`src/rtl/sem_pkg.sv`:
```
// shared types and constants for the sobel edge magnitude block
// no dependencies; imported by every other rtl file except sem_ram
`default_nettype none

package sem_pkg;

    // configuration port
    localparam int CFG_INDEX_W = 2;
    localparam int CFG_DATA_W  = 13;
    localparam logic [CFG_INDEX_W-1:0] REG_WIDTH  = 2'd0;
    localparam logic [CFG_INDEX_W-1:0] REG_HEIGHT = 2'd1;

    // frame geometry
    localparam int WIDTH_RESET  = 640;
    localparam int HEIGHT_RESET = 480;
    localparam int SIZE_MIN     = 3;
    localparam int HEIGHT_MAX   = 4096;
    localparam int ROW_W        = 12;
    localparam int WIDTH_FIELD_W  = 11;
    localparam int HEIGHT_FIELD_W = 13;

    // pixel and gradient widths
    localparam int PIX_W  = 8;
    localparam int GRAD_W = 11;
    localparam int MAG_W  = 10;
    localparam int SQ_W   = 21;
    localparam int PROD_W = 2 * MAG_W;

    localparam logic [PIX_W-1:0] EDGE_MAX = 8'hFF;
    localparam logic [PIX_W-1:0] ROOT_MSB = 8'h80;

    // queue between front and back
    localparam int QDEPTH = 4;
    localparam int QPTR_W = 2;
    localparam int QCNT_W = 3;

    typedef struct packed {
        logic signed [GRAD_W-1:0] gx;
        logic signed [GRAD_W-1:0] gy;
        logic                     last;
    } sem_grad_t;

    typedef struct packed {
        logic [QCNT_W-1:0] count;
        logic              full;
        logic              empty;
    } sem_qstat_t;

    typedef enum logic [2:0] {
        BK_IDLE,
        BK_SQX,
        BK_SQY,
        BK_ROOT,
        BK_DONE
    } sem_bk_state_t;

endpackage

`default_nettype wire

```
`src/rtl/sem_queue.sv`:
```
// short queue of gradient pairs between the front and back parts
// depends on sem_pkg
`default_nettype none

module sem_queue
    import sem_pkg::*;
(
    input  wire logic clk,
    input  wire logic rst_n,
    input  wire logic push,
    input  wire sem_grad_t push_data,
    input  wire logic pop,
    output sem_grad_t head,
    output sem_qstat_t qstat
);

    sem_grad_t         entry_reg [QDEPTH];
    logic [QPTR_W-1:0] wr_ptr_reg, rd_ptr_reg;
    logic [QCNT_W-1:0] count_reg, count_next;

    assign head        = entry_reg[rd_ptr_reg];
    assign qstat.count = count_reg;
    assign qstat.full  = (count_reg == QCNT_W'(QDEPTH));
    assign qstat.empty = (count_reg == '0);

    always_comb
    begin
        count_next = count_reg;
        if (push && !pop)
        begin
            count_next = count_reg + 1'b1;
        end
        else if (pop && !push)
        begin
            count_next = count_reg - 1'b1;
        end
    end

    always_ff @(posedge clk or negedge rst_n)
    begin
        if (!rst_n)
        begin
            wr_ptr_reg <= '0;
            rd_ptr_reg <= '0;
            count_reg  <= '0;
        end
        else
        begin
            if (push)
            begin
                wr_ptr_reg <= wr_ptr_reg + 1'b1;
            end
            if (pop)
            begin
                rd_ptr_reg <= rd_ptr_reg + 1'b1;
            end
            count_reg <= count_next;
        end
    end

    always_ff @(posedge clk)
    begin
        if (push)
        begin
            entry_reg[wr_ptr_reg] <= push_data;
        end
    end

endmodule

`default_nettype wire

```
`config.mk`:
```
export PLATFORM = sky130hd
export DESIGN_NAME = sem_queue
export DESIGN_NICKNAME = d
export VERILOG_FILES = /design/src/rtl/sem_pkg.sv /design/src/rtl/sem_queue.sv
export SDC_FILE = /design/constraint.sdc
export NUM_CORES = 1
export LEC_CHECK = 0
export CAP_MARGIN = 15
export CORE_MARGIN = 2
export CORE_UTILIZATION = 59
export DETAILED_ROUTE_END_ITERATION = 12
export DONT_BUFFER_PORTS = 1
export GPL_TIMING_DRIVEN = 1
export PLACE_DENSITY = 0.75
export SLEW_MARGIN = 20
export SYNTH_ARGS = -nofsm -noshare
export SYNTH_HDL_FRONTEND = slang
export SYNTH_SLANG_ARGS = --single-unit
```
`constraint.sdc`:
```
create_clock -name clk -period 4.3 [get_ports clk]
set_input_delay 0.86 -clock clk [delete_from_list [all_inputs] [get_ports clk]]
set_output_delay 0.86 -clock clk [all_outputs]
set_load 0.005 [all_outputs]
```
# == Word-level counts from Yosys, hierarchy flattened ==
# Memories as Yosys holds them, arrays and structs flattened.
# Index checks and enable logic that the tools add are counted.
# totals
ff_bits,7
latch_bits,0
mem_bits_rw,92
rom_bits,0
input_bits,27
output_inout_bits,28
wordCells,19
mem_count,1
# mem_list
memory,words,word_bits,rd,rd_ports_with_merged_regs,write_ports,line,text
entry_reg,4,23,1,0,1,sem_queue.sv:17,sem_grad_t entry_reg [QDEPTH];
# classes
n_addsub,4
n_mul,0
div,0
n_lt_le_gt_ge,0
eq_ne,1
shift,0
muxes,4
n_bitwise,0
reduce_logical,6
# op_table
op,count
3-bit 2-to-1 mux,2
2-bit by 1-bit adder with 2-bit output (second input constant),2
3-bit by 1-bit adder with 3-bit output (second input constant),1
3-bit == test (second input constant),1
3-bit logical NOT,1
3-bit by 1-bit subtractor with 3-bit output (second input constant),1
1-bit logical AND,2
1-bit logical NOT,2
1-bit 2-to-1 mux,2
2-bit nonzero test,1

# == Longest topological paths before layout ==
# logic_depth
depth_word,4
depth_mapped,7
mapped_depth_nobuf,7

# == Worst setup path after synthesis ==
# Ideal clock, no wire load.
# synth_timing
kind,reg-to-output
startpoint,register rd_ptr_reg[0]
endpoint,output head[0] in the netlist's numbering
arrival_time_ns,1.101
required_time_ns,3.440
path_slack_ns,2.339
path_stages_with_launch,4
path_buffers,2
path_cell_list,dfrtp_1 > buf_6 > buf_12 > mux4_2
# synth_lines
item,line,text
from (decl),sem_queue.sv:18,"logic [QPTR_W-1:0] wr_ptr_reg, rd_ptr_reg;"
from (signal assigned),sem_queue.sv:55,rd_ptr_reg <= rd_ptr_reg + 1'b1;
to (decl),sem_queue.sv:13,"output sem_grad_t head,"

==> summary by stage <==
Floorplanning
The total die area is 7020 um^2. The floorplan has 29 rows. For this design the top-level I/O count stands at 55. The floorplan step set the die width to ~84 um. The starting utilization of the core area is ~60%.

The region available for standard cell placement spans approximately 6200 um^2. The die extent in y is 83.8 um.

Synthesis
The number of nets in the synthesized netlist is 188. The post-synthesis sequential element count is 99. The cell area that synthesis handed to floorplanning was 3760 um^2. The Yosys step of the flow raised 0 warnings. The top cell type by total area after synthesis is sky130_fd_sc_hd__edfxtp_1. The number of enable-type register cells in the synthesized netlist is 92. For this run, the leading register cell type out of synthesis is sky130_fd_sc_hd__edfxtp_1.

After synthesis, the cell types taking the most area are sky130_fd_sc_hd__edfxtp_1 74%, sky130_fd_sc_hd__mux4_2 11%, sky130_fd_sc_hd__dfrtp_1 4.7%. Dividing the synthesized area by the synthesized cell count gives about 24 um^2. The number of unique standard cell types used by synthesis is 19. The fraction of the yosys area taken by sequential cells is 78.2%.

The share of async-settable or async-resettable flops after synthesis is 7.07%. In this run the biggest area consumer among cell types represents ~74% of the synthesized area. Synthesis produced a netlist whose cell count is approximately 160.

CTS
The number of gates resized after CTS is 0. Buffers added to address setup during post-CTS repair amount to 0. TritonCTS created 9 clock buffers. The clock reaches the later pin of the worst-skew pair after about 0.35 ns. The number of hold buffers added after CTS was 0. The root cell of the clock tree is sky130_fd_sc_hd__clkbuf_8. CTS built an H-tree with a depth of 3. The clock passes through at most 2 buffers. Clock-pin slew was measured on the worst setup and hold paths at around 0.090 ns. The clock sink count is 99.

TritonCTS built the clock tree.

Finish
The fraction of the core area covered by cells at the end of the flow is a little under two thirds. The finished layout cell area is around 4000 um^2. The top cell types in the final layout, fill and taps aside, are 92 x sky130_fd_sc_hd__edfxtp_1, 18 x sky130_fd_sc_hd__mux4_2, 9 x sky130_fd_sc_hd__clkbuf_8. The relative area change from synthesis to final layout is 6.26%. The count of cells in the finished layout, fillers not included, comes to around 240. The library cell used most frequently in the layout, excluding fill and tap cells, is sky130_fd_sc_hd__edfxtp_1.

At the end of the flow, the number of nets in the layout was about 190. The ratio of cells with drive above 1 in the final layout is roughly a quarter. The number of inserted diodes is 0. The number of flip-flops in the largest register is between 90 and 100.

Critical path
The worst path arrival time is between 2 and 2.5 ns. The kind of end point of the critical path is a primary output. For the worst setup path, the data required time is about 3.4 ns.

The category of the worst setup path launch point is a flip-flop. The worst register-to-register path ends at entry_reg[0][16]. The type of the worst setup path is reg2out. The worst reg-to-reg setup slack is about 2.7 ns.

The worst register-to-register path begins at wr_ptr_reg[0]. Along the worst path, the maximum fanout reaches 16. The number of cell instances on the worst register-to-register path is 3.

Global routing
The first global-routing pass estimated between 8000 and 9000 um of wire. The total congestion overflow is 0. The pin count of the biggest net entering global routing is 25.

The initial antenna violation count is 0. For this run, the total global-route usage over all layers was measured as between 10% and 20%. The number of global-route vias before repair was approximately 1600.

Timing
The sum of negative setup slack is 0 ns. The final count of pins violating max slew came to 0. At the pin with the least slew margin, the transition time is ~1.0 ns. The final count of hold timing violations is 0. The worst-case clock skew is between 0.008 and 0.009 ns. The post-route clock period utilization is just under 70%. In the post-route analysis, the smallest setup slack over all paths is ~1.4 ns. The highest clock rate is between 300 and 400 MHz. The worst max-slew margin expressed relative to the limit is roughly 32%. Setup repair after global routing left no endpoint under its margin. Setup violations remaining at the end of the flow were counted as 0. The final period demand of the worst path is around 2.9 ns.

Drt
The via total after detailed routing is around 1500. Dividing the detail-routed via count by the number of cells gives 5.99. The count of TritonRoute iterations in the first routing pass is 4. In the routed design, unresolved DRC markers number 0.

The routed design has 5430 um of wire. For this block, the initial DRC count from the detailed router was 96. In this run the remaining antenna-violating nets after routing total 0. After detailed routing, the average wire length per cell comes to 22.4 um.

Place
Routability-driven placement finished with a final weighted congestion of between 0.7 and 0.8. The number of placed instances, taps included, is 227. Prior to clock tree synthesis, the placed netlist has a worst setup slack of around 1.7 ns. The number of buffers added on ports is 0. The total cell area at the placement stage is about 3800 um^2.

Once detailed placement completed, the half-perimeter wirelength came to approximately 3400 um.

Pwr
The portion of total power attributed to combinational logic is between 20% and 30%. The fraction of power consumed by the clock network is a little under a quarter. The internal power contribution is 1.82 mW. Net switching is 27.5% of the power. Summed over all cells, the static leakage comes to approximately 1.3 nW. The sequential cell fraction of total power is 55.9%.

The worst ir drop on vdd is 0.000419 V. Power spread over the standard cell area amounts to between 600 and 700 nW/um^2. The analysis attributes to net switching a power of just under 700 uW.

Hold path
The worst hold path belongs to the class in2async.

Outcome
The flow ran to the end, and the final reports show no timing, DRC or antenna violations.

Run
The number of max-cap violations is 0.
==> power by group through the flow <==
stage	sequential, mW	combinational (mW)	clock [mW]
2_1_floorplan	1.34	0.549	0
3_3_place_gp	1.42	0.531	0
3_5_place_dp	1.43	0.552	0
4_1_cts	1.41	0.552	0.581
5_1_grt	1.43	0.589	0.620
6_report	1.40	0.538	0.568
==> cell usage after synthesis (2+ instances only) <==
cell type and count:
sky130_fd_sc_hd__mux4_1 5, sky130_fd_sc_hd__ha_1 5, sky130_fd_sc_hd__mux4_2 18, sky130_fd_sc_hd__edfxtp_1 92
sky130_fd_sc_hd__inv_1 4, sky130_fd_sc_hd__buf_12 2, sky130_fd_sc_hd__xor2_1 4, sky130_fd_sc_hd__dfrtp_1 7
sky130_fd_sc_hd__xnor2_1 2, sky130_fd_sc_hd__nand2_1 2, sky130_fd_sc_hd__buf_2 3, sky130_fd_sc_hd__and2_1 4
==> metrics by stage <==
step / total power [mW] / hold slack, ns
floorplan: 1.89 / 0.494
global placement: 1.95 / 0.507
detailed placement: 1.98 / 0.524
CTS: 2.54 / 0.173
global route: 2.64 / 0.169
finish: 2.51 / 0.193
==> critical path, stage by stage (launching register included) <==
cell                      delay, ns
sky130_fd_sc_hd__dfrtp_1       0.66
sky130_fd_sc_hd__buf_4         0.39
sky130_fd_sc_hd__mux4_1        0.62
==> how the worst max path moves through the flow <==
| stage | from | endpoint | slack, ns | cells after the start |
|---|---|---|---|---|
| after detailed placement | rd_ptr_reg[0] | head[19] | 1.74 | 2 |
| after floorplan | rd_ptr_reg[0] | head[0] | 2.34 | 3 |
| final | rd_ptr_reg[0] | head[10] | 1.41 | 2 |
| after global placement | rd_ptr_reg[0] | head[20] | 1.74 | 2 |
| after CTS | rd_ptr_reg[0] | head[19] | 1.32 | 2 |
| after global routing | rd_ptr_reg[0] | head[19] | 1.27 | 2 |
==> kinds of logic (layout without fill, tap and decap cells) <==
kind of cell | Yosys count | after routing | share of synthesized area, %
and+or+nand+nor | 9 | 9 | 1.30
adders and majority gates | 6 | 6 | 2.20
DFF | 99 | 99 | 78.2
xor gates and xnor gates | 6 | 6 | 1.40
buffers and inverters | 10 | 21 | 2.17
muxes | 24 | 24 | 14.6
AOI/OAI and AO/OA | 1 | 1 | 0.133
==> layout make-up <==
type	instances	area, um^2
fillers	407	2250
inverters	4	15.0
flip-flops and latches	99	2940
multi-input cells	46	742
well taps	77	96.3
clock inverters	7	68.8
repair buffers	1	7.51
clock buffers	9	124
==> per-layer routing <==
metal / part of all wire [%] / track usage (%) / vias up
met5: 0 / 0 / -
met4: 1.5 / 7.92 / 0
met3: 7.2 / 5.84 / 8
met2: 53 / 27.9 / 54
met1: 38 / 20.5 / 749
li1: - / - / 644
No activity file was read; power rests on OpenSTA's default activity.
