### config.mk
export PLATFORM = sky130hd
export DESIGN_NAME = sem_back
export DESIGN_NICKNAME = d
export VERILOG_FILES = /design/src/rtl/sem_pkg.sv /design/src/rtl/sem_back.sv
export SDC_FILE = /design/constraint.sdc
export NUM_CORES = 1
export LEC_CHECK = 0
export BUFFER_PORTS_ARGS = -buffer_cell sky130_fd_sc_hd__buf_2
export CORE_ASPECT_RATIO = 0.8
export CORE_UTILIZATION = 42
export DETAILED_ROUTE_END_ITERATION = 8
export GPL_ROUTABILITY_DRIVEN = 0
export PLACE_DENSITY = 0.64
export SETUP_SLACK_MARGIN = 0.05
export SKIP_CTS_REPAIR_TIMING = 1
export SYNTH_ARGS = -nofsm -noshare
export SYNTH_HDL_FRONTEND = slang
export SYNTH_SLANG_ARGS = --single-unit
### constraint.sdc
create_clock -name clk -period 10 [get_ports clk]
set_input_delay 2 -clock clk [delete_from_list [all_inputs] [get_ports clk]]
set_output_delay 2 -clock clk [all_outputs]
set_load 0.02 [all_outputs]
### src/rtl/sem_pkg.sv
// shared types and constants for the sobel edge magnitude block
// no dependencies; imported by every other rtl file except sem_ram
`default_nettype none

package sem_pkg;

    // configuration port
    localparam int CFG_INDEX_W = 2;
    localparam int CFG_DATA_W  = 13;
    localparam logic [CFG_INDEX_W-1:0] REG_WIDTH  = 2'd0;
    localparam logic [CFG_INDEX_W-1:0] REG_HEIGHT = 2'd1;

    // frame geometry
    localparam int WIDTH_RESET  = 640;
    localparam int HEIGHT_RESET = 480;
    localparam int SIZE_MIN     = 3;
    localparam int HEIGHT_MAX   = 4096;
    localparam int ROW_W        = 12;
    localparam int WIDTH_FIELD_W  = 11;
    localparam int HEIGHT_FIELD_W = 13;

    // pixel and gradient widths
    localparam int PIX_W  = 8;
    localparam int GRAD_W = 11;
    localparam int MAG_W  = 10;
    localparam int SQ_W   = 21;
    localparam int PROD_W = 2 * MAG_W;

    localparam logic [PIX_W-1:0] EDGE_MAX = 8'hFF;
    localparam logic [PIX_W-1:0] ROOT_MSB = 8'h80;

    // queue between front and back
    localparam int QDEPTH = 4;
    localparam int QPTR_W = 2;
    localparam int QCNT_W = 3;

    typedef struct packed {
        logic signed [GRAD_W-1:0] gx;
        logic signed [GRAD_W-1:0] gy;
        logic                     last;
    } sem_grad_t;

    typedef struct packed {
        logic [QCNT_W-1:0] count;
        logic              full;
        logic              empty;
    } sem_qstat_t;

    typedef enum logic [2:0] {
        BK_IDLE,
        BK_SQX,
        BK_SQY,
        BK_ROOT,
        BK_DONE
    } sem_bk_state_t;

endpackage

`default_nettype wire

### src/rtl/sem_back.sv
// back part: squares, bit-serial square root and the output register
// depends on sem_pkg
`default_nettype none

module sem_back
    import sem_pkg::*;
(
    input  wire logic              clk,
    input  wire logic              rst_n,
    input  wire sem_grad_t         head,
    input  wire sem_qstat_t        qstat,
    output logic                   pop,
    output logic                   edge_valid,
    input  wire logic              edge_stall,
    output logic [PIX_W-1:0]       edge_value,
    output logic                   frame_last
);

    sem_bk_state_t     state_reg, state_next;
    logic [MAG_W-1:0]  ax_reg, ax_next, ay_reg, ay_next;
    logic              last_reg, last_next;
    logic [SQ_W-1:0]   acc_reg, acc_next;
    logic [PIX_W-1:0]  root_reg, root_next;
    logic [PIX_W-1:0]  bit_reg, bit_next;
    logic              out_valid_reg, out_valid_next;
    logic [PIX_W-1:0]  out_value_reg, out_value_next;
    logic              out_last_reg, out_last_next;

    logic [MAG_W-1:0]  mul_a, mul_b;
    logic [PROD_W-1:0] prod;
    logic [SQ_W-1:0]   sum;
    logic [PIX_W-1:0]  trial;
    logic [GRAD_W-1:0] gx_abs, gy_abs;

    // one shared multiplier
    assign prod  = mul_a * mul_b;
    assign sum   = acc_reg + SQ_W'(prod);
    assign trial = root_reg | bit_reg;

    assign gx_abs = head.gx[GRAD_W-1] ? GRAD_W'(-head.gx) : GRAD_W'(head.gx);
    assign gy_abs = head.gy[GRAD_W-1] ? GRAD_W'(-head.gy) : GRAD_W'(head.gy);

    assign edge_valid = out_valid_reg;
    assign edge_value = out_value_reg;
    assign frame_last = out_last_reg;

    always_comb
    begin
        state_next     = state_reg;
        ax_next        = ax_reg;
        ay_next        = ay_reg;
        last_next      = last_reg;
        acc_next       = acc_reg;
        root_next      = root_reg;
        bit_next       = bit_reg;
        out_valid_next = out_valid_reg && edge_stall;
        out_value_next = out_value_reg;
        out_last_next  = out_last_reg;
        pop            = 1'b0;
        mul_a          = ax_reg;
        mul_b          = ax_reg;
        case (state_reg)
            BK_IDLE:
            begin
                if (!qstat.empty)
                begin
                    pop        = 1'b1;
                    ax_next    = gx_abs[MAG_W-1:0];
                    ay_next    = gy_abs[MAG_W-1:0];
                    last_next  = head.last;
                    state_next = BK_SQX;
                end
            end
            BK_SQX:
            begin
                acc_next   = SQ_W'(prod);
                state_next = BK_SQY;
            end
            BK_SQY:
            begin
                mul_a     = ay_reg;
                mul_b     = ay_reg;
                acc_next  = sum;
                root_next = '0;
                bit_next  = ROOT_MSB;
                if (sum[SQ_W-1:2*PIX_W] != '0)
                begin
                    root_next  = EDGE_MAX;
                    state_next = BK_DONE;
                end
                else
                begin
                    state_next = BK_ROOT;
                end
            end
            BK_ROOT:
            begin
                mul_a    = MAG_W'(trial);
                mul_b    = MAG_W'(trial);
                bit_next = bit_reg >> 1;
                if (prod <= PROD_W'(acc_reg))
                begin
                    root_next = trial;
                end
                if (bit_reg[0])
                begin
                    state_next = BK_DONE;
                end
            end
            BK_DONE:
            begin
                if (!out_valid_reg || !edge_stall)
                begin
                    out_valid_next = 1'b1;
                    out_value_next = root_reg;
                    out_last_next  = last_reg;
                    state_next     = BK_IDLE;
                end
            end
            default:
            begin
                state_next = BK_IDLE;
            end
        endcase
    end

    always_ff @(posedge clk or negedge rst_n)
    begin
        if (!rst_n)
        begin
            state_reg     <= BK_IDLE;
            out_valid_reg <= 1'b0;
        end
        else
        begin
            state_reg     <= state_next;
            out_valid_reg <= out_valid_next;
        end
    end

    always_ff @(posedge clk)
    begin
        ax_reg        <= ax_next;
        ay_reg        <= ay_next;
        last_reg      <= last_next;
        acc_reg       <= acc_next;
        root_reg      <= root_next;
        bit_reg       <= bit_next;
        out_value_reg <= out_value_next;
        out_last_reg  <= out_last_next;
    end

endmodule

`default_nettype wire

Word level (Yosys, flattened, before mapping)
Cells that the tools add are included.

storage, ports and cells
  bits in registers = 71
  output and inout port bits = 11
  logic and storage cells = 54

cells by class
  $add $sub $neg = 3
  multiply operators = 1
  $lt $le $gt $ge = 1
  equal/unequal tests = 8
  mux-type cells = 17
  bitwise operators = 2
  reductions and logical operators = 12

operator list
  kind                                                 number
  one-hot mux 21 bit (2 select lines)                  1
  one-hot mux 8 bit (2 select lines)                   2
  adder 21 x 20 -> 21 bit                              1
  <= comparator 20 bit                                 1
  multiplier 10 x 10 -> 20 bit                         1
  2-to-1 mux 10 bit                                    2
  negator 10 bit                                       2
  one-hot mux 10 bit (2 select lines)                  1
  2-to-1 mux 8 bit                                     2
  one-hot mux 3 bit (5 select lines)                   1
  2-to-1 mux 3 bit                                     4
  != test 2 bit, second input constant                 4
  OR 8 bit                                             1
  equality test 3 x 2 -> 1 bit, second input constant  2
  AND reduction 2 bit                                  3
  nonzero test 5 bit                                   1
  2-to-1 mux 1 bit                                     4
  nonzero test 2 bit                                   2
  equality test 3 x 1 -> 1 bit, second input constant  1
  equality test 3 bit, second input constant           1
  logical NOT 3 bit                                    1
  AND reduction 3 bit                                  1
  logical NOT 1 bit                                    2
  logical AND 1 bit                                    1
  other kinds (2)                                      2

Longest topological paths before layout
  depth after elaboration = 7
  mapped depth = 37

Worst setup path after synthesis
No wires, ideal clock.

  path type = register to register
  from = register state_reg[1]
  to = register root_reg[0] (enable)
  setup time = 0.389 ns
  arrival time = 8.166 ns
  required time = 9.611 ns
  setup slack = 1.445 ns
  stages on the path, launching flop included = 36
  path buffers = 5
  clock period less this slack = 8.555 ns
  cell sequence = dfrtp_1 nand2b_1 clkbuf_1 buf_2 buf_1 nand2_1 o21ai_1 inv_1 nor2_1 inv_1 fa_1 inv_1 fa_1 ha_1 fa_1 inv_1 fa_1 inv_1 ha_1 clkbuf_1 and4_1 a21o_1 o21ai_0 o2111ai_1 nand3_1 nand2_1 xor2_1 ha_1 clkbuf_1 inv_1 or4_1 nor3_1 nand2_1 nand2_1 a211oi_1 a311oi_1

between the ends
  longest elaborated chain between the ends = 6
  elaborated cells on any way between the ends = 8
  classes of those cells = mul: 1; order compare: 1; eq/ne: 3; mux: 1; reduce/logical: 2

ends and longest elaborated chain
  item                                 RTL line         text
  from (decl)                          sem_back.sv:19   sem_bk_state_t state_reg, state_next;
  from (signal assigned)               sem_back.sv:136  state_reg <= state_next;
  equality test 3 x 2 -> 1 bit         sem_back.sv:62   case (state_reg)
  one-hot mux 10 bit (2 select lines)  sem_back.sv:62
  multiplier 10 x 10 -> 20 bit         sem_back.sv:36   assign prod = mul_a * mul_b;
  <= comparator 20 bit                 sem_back.sv:101  if (prod <= PROD_W'(acc_reg))
  != test 2 bit (no line)              --
  AND reduction 2 bit (no line) (*)    --
  to (signal assigned)                 sem_back.sv:147  root_reg <= root_next;
  to (decl)                            sem_back.sv:23   logic [PIX_W-1:0] root_reg, root_next;

Mark *: on every way between the ends. The rest lies on a longest branch, timed or not.
A chain may end at the register's enable or synchronous reset.

Worst setup path in the final report
  from = register state_reg[2]
  to = register root_reg[0] (enable)

The elaborated chain is that of the path after synthesis.

==> results.toml <==
[status]
status = "completed"

[cts]
path_clk_slew_ps = 60
htree_levels = 3
cts_sinks = 71
clockRootBuffer = "clkbuf_16"
cts_buffers = 9
clock_path_buffers = 2
clkLatencyLatePin_ps = 350
cts_tree = "built"

[global_routing]
grt.overflow.total = 0
antenna_found_initial = 0
grt_max_degree = 30
track_usage = 0.1911
grt_pass1_vias = 5412
grt_pass1_wl_mm = 27.90

[timing]
setup_tns_ps = 0
fmax_ghz = 0.1105
rsz0062_at_grt = "false"
skew_ps = 11.58
period_share = 0.9051
final.min_clock_period_ps = 9051
finalHoldViolCount = 0
maxSlewHeadroom = 0.3393
drv_slew = 0
fin_hold_ws_ps = 420.2
max_slew.worst_pin.slew_ps = 988.7
setup_violations = 0

[place]
dpl.hpwl_mm = 13.34
io_buffers = 37

[final_layout]
final_nets = 1033
largest_reg_flops = 21
drive_gt1_frac = 0.09804
final_util = 0.4790
diodes = 0
syn_to_final_growth_pct = 10.28

[yosys]
syn_area_per_cell_um2 = 9.235
synth_cell_types = 72
synth_seq_area_share = 0.2772
ys_ff_latch = 71
yosysTopAreaCellShare = 0.2641
syn-num-nets = 996
synthFlopType = "edfxtp_1"
netlist_top_cells_count = "inv_1 (127), ha_1 (91), nand2_1 (82)"
yosysWarnings = 0
yosysTopAreaCell = "edfxtp_1"
synth-edff-count = 67
synth_area_leaders = "edfxtp_1 (26%), ha_1 (15%), fa_1 (13%), inv_1 (6.3%), xnor2_1 (4.7%)"
syn-instance-count = 825
async_flop_share = 0.05634
synth.most_common_cell = "inv_1"
syn_area_um2 = 7619

[die]
fp.coreArea_um2 = 17540
rows = 43
die_y_um = 122.5
die_area_um2 = 18690
initial_core_util = 0.4344
ioPinCount = 42
die_w_um = 152.6

[detailed_routing]
wirelength_mm = 17.00
route.detailed.drc = 0
routed_via_density = 5.342
vias = 5834
ant_nets = 0
drtPass1Iterations = 5
wl_per_cell_um = 15.56
drt_iter0_drc = 377

[critical_path]
crit_top_cell = "inv_1"
critPathSlowestCell = "o21ai_1"
cp_num_buf_inv = 7
cp-start-kind = "flop"
reg2reg_slack_ps = 950
end_kind = "flop"
slowest_delay_ps = 690
cpLargestDelayFamily = "adder cells"
crit_fanout = 25
cp.arrival_ps = 9100
worstPathRequired_ps = 10050
criticalPathCategory = "flop to flop"

[job]
maxCapViolCount = 0

[min_path]
hold_path.class = "flop to flop"
==> cell families (layout without fill, tap and decap cells) <==
group,count (synthesis),after routing,share of synthesized area
buffers and inverters,150,192,0.07505
adder cells (fa/ha/maj),140,140,0.2782
AND/OR/NAND/NOR,243,243,0.1531
multiplexers,8,8,0.01150
XOR/XNOR,53,53,0.06290
AO/OA/AOI/OAI,160,160,0.1421
flip-flops,71,71,0.2772
==> cell usage in the layout, fill, tap and decap left out, types with 13 or more instances in the layout <==
cell type / count
buf_2: 37
nor3_1: 13
ha_1: 91
edfxtp_1: 67
a21oi_1: 33
o21ai_0: 37
fa_1: 49
nand3_1: 13
inv_1: 127
nand2_1: 82
nor2_1: 69
xnor2_1: 41
or3_1: 14
==> cell type report <==
class,count,area [um2]
fillers,1700,9138
multi-input cells,604,4943
flip-flops and latches,71,2112
inverters,129,484.2
well taps,225,281.5
repair buffers,47,260.3
clock buffers,9,225.2
clock inverters,7,95.09
==> final timing paths <==
kind	cells after the start	end	startpoint
max	30	root_reg[0]	state_reg[2]
min	0	frame_last	last_reg
max reg2reg	30	root_reg[0]	state_reg[2]
min reg2reg	0	frame_last	last_reg
max in group asynchronous	1	state_reg[1]	rst_n
min in group asynchronous	1	state_reg[0]	rst_n
==> metrics by stage <==
stage / setup slack, ps / cell area [um2] / std cells
floorplan: 1445 / 7619 / 825
global route: 257.9 / 8402 / 1092
finish: 949.4 / 8402 / 1092
global placement: 1059 / 8082 / 1076
detailed placement: 937.9 / 8082 / 1076
CTS: 886.9 / 8402 / 1092
==> routing by layer <==
metal | up-vias | track usage | wire [um]
met4 | 0 | 0.04040 | 161
met3 | 19 | 0.03708 | 940
li1 | 2886 | - | -
met2 | 159 | 0.2881 | 7200
met1 | 2770 | 0.2829 | 8692
met5 | - | 0 | 0
==> worst reg2reg max path, delay by kind of cell, from the launching register on <==
kind                     cells  cell delay, ps
AO/OA/AOI/OAI                6            1590
buffers and inverters        7             960
XOR/XNOR                     1             190
adder cells (fa/ha/maj)      7            3200
AND/OR/NAND/NOR              9            2340
flip-flops                   1             460
Power is not shown: default switching activity piles up to over one toggle a cycle in this logic, so the estimate is an artifact.
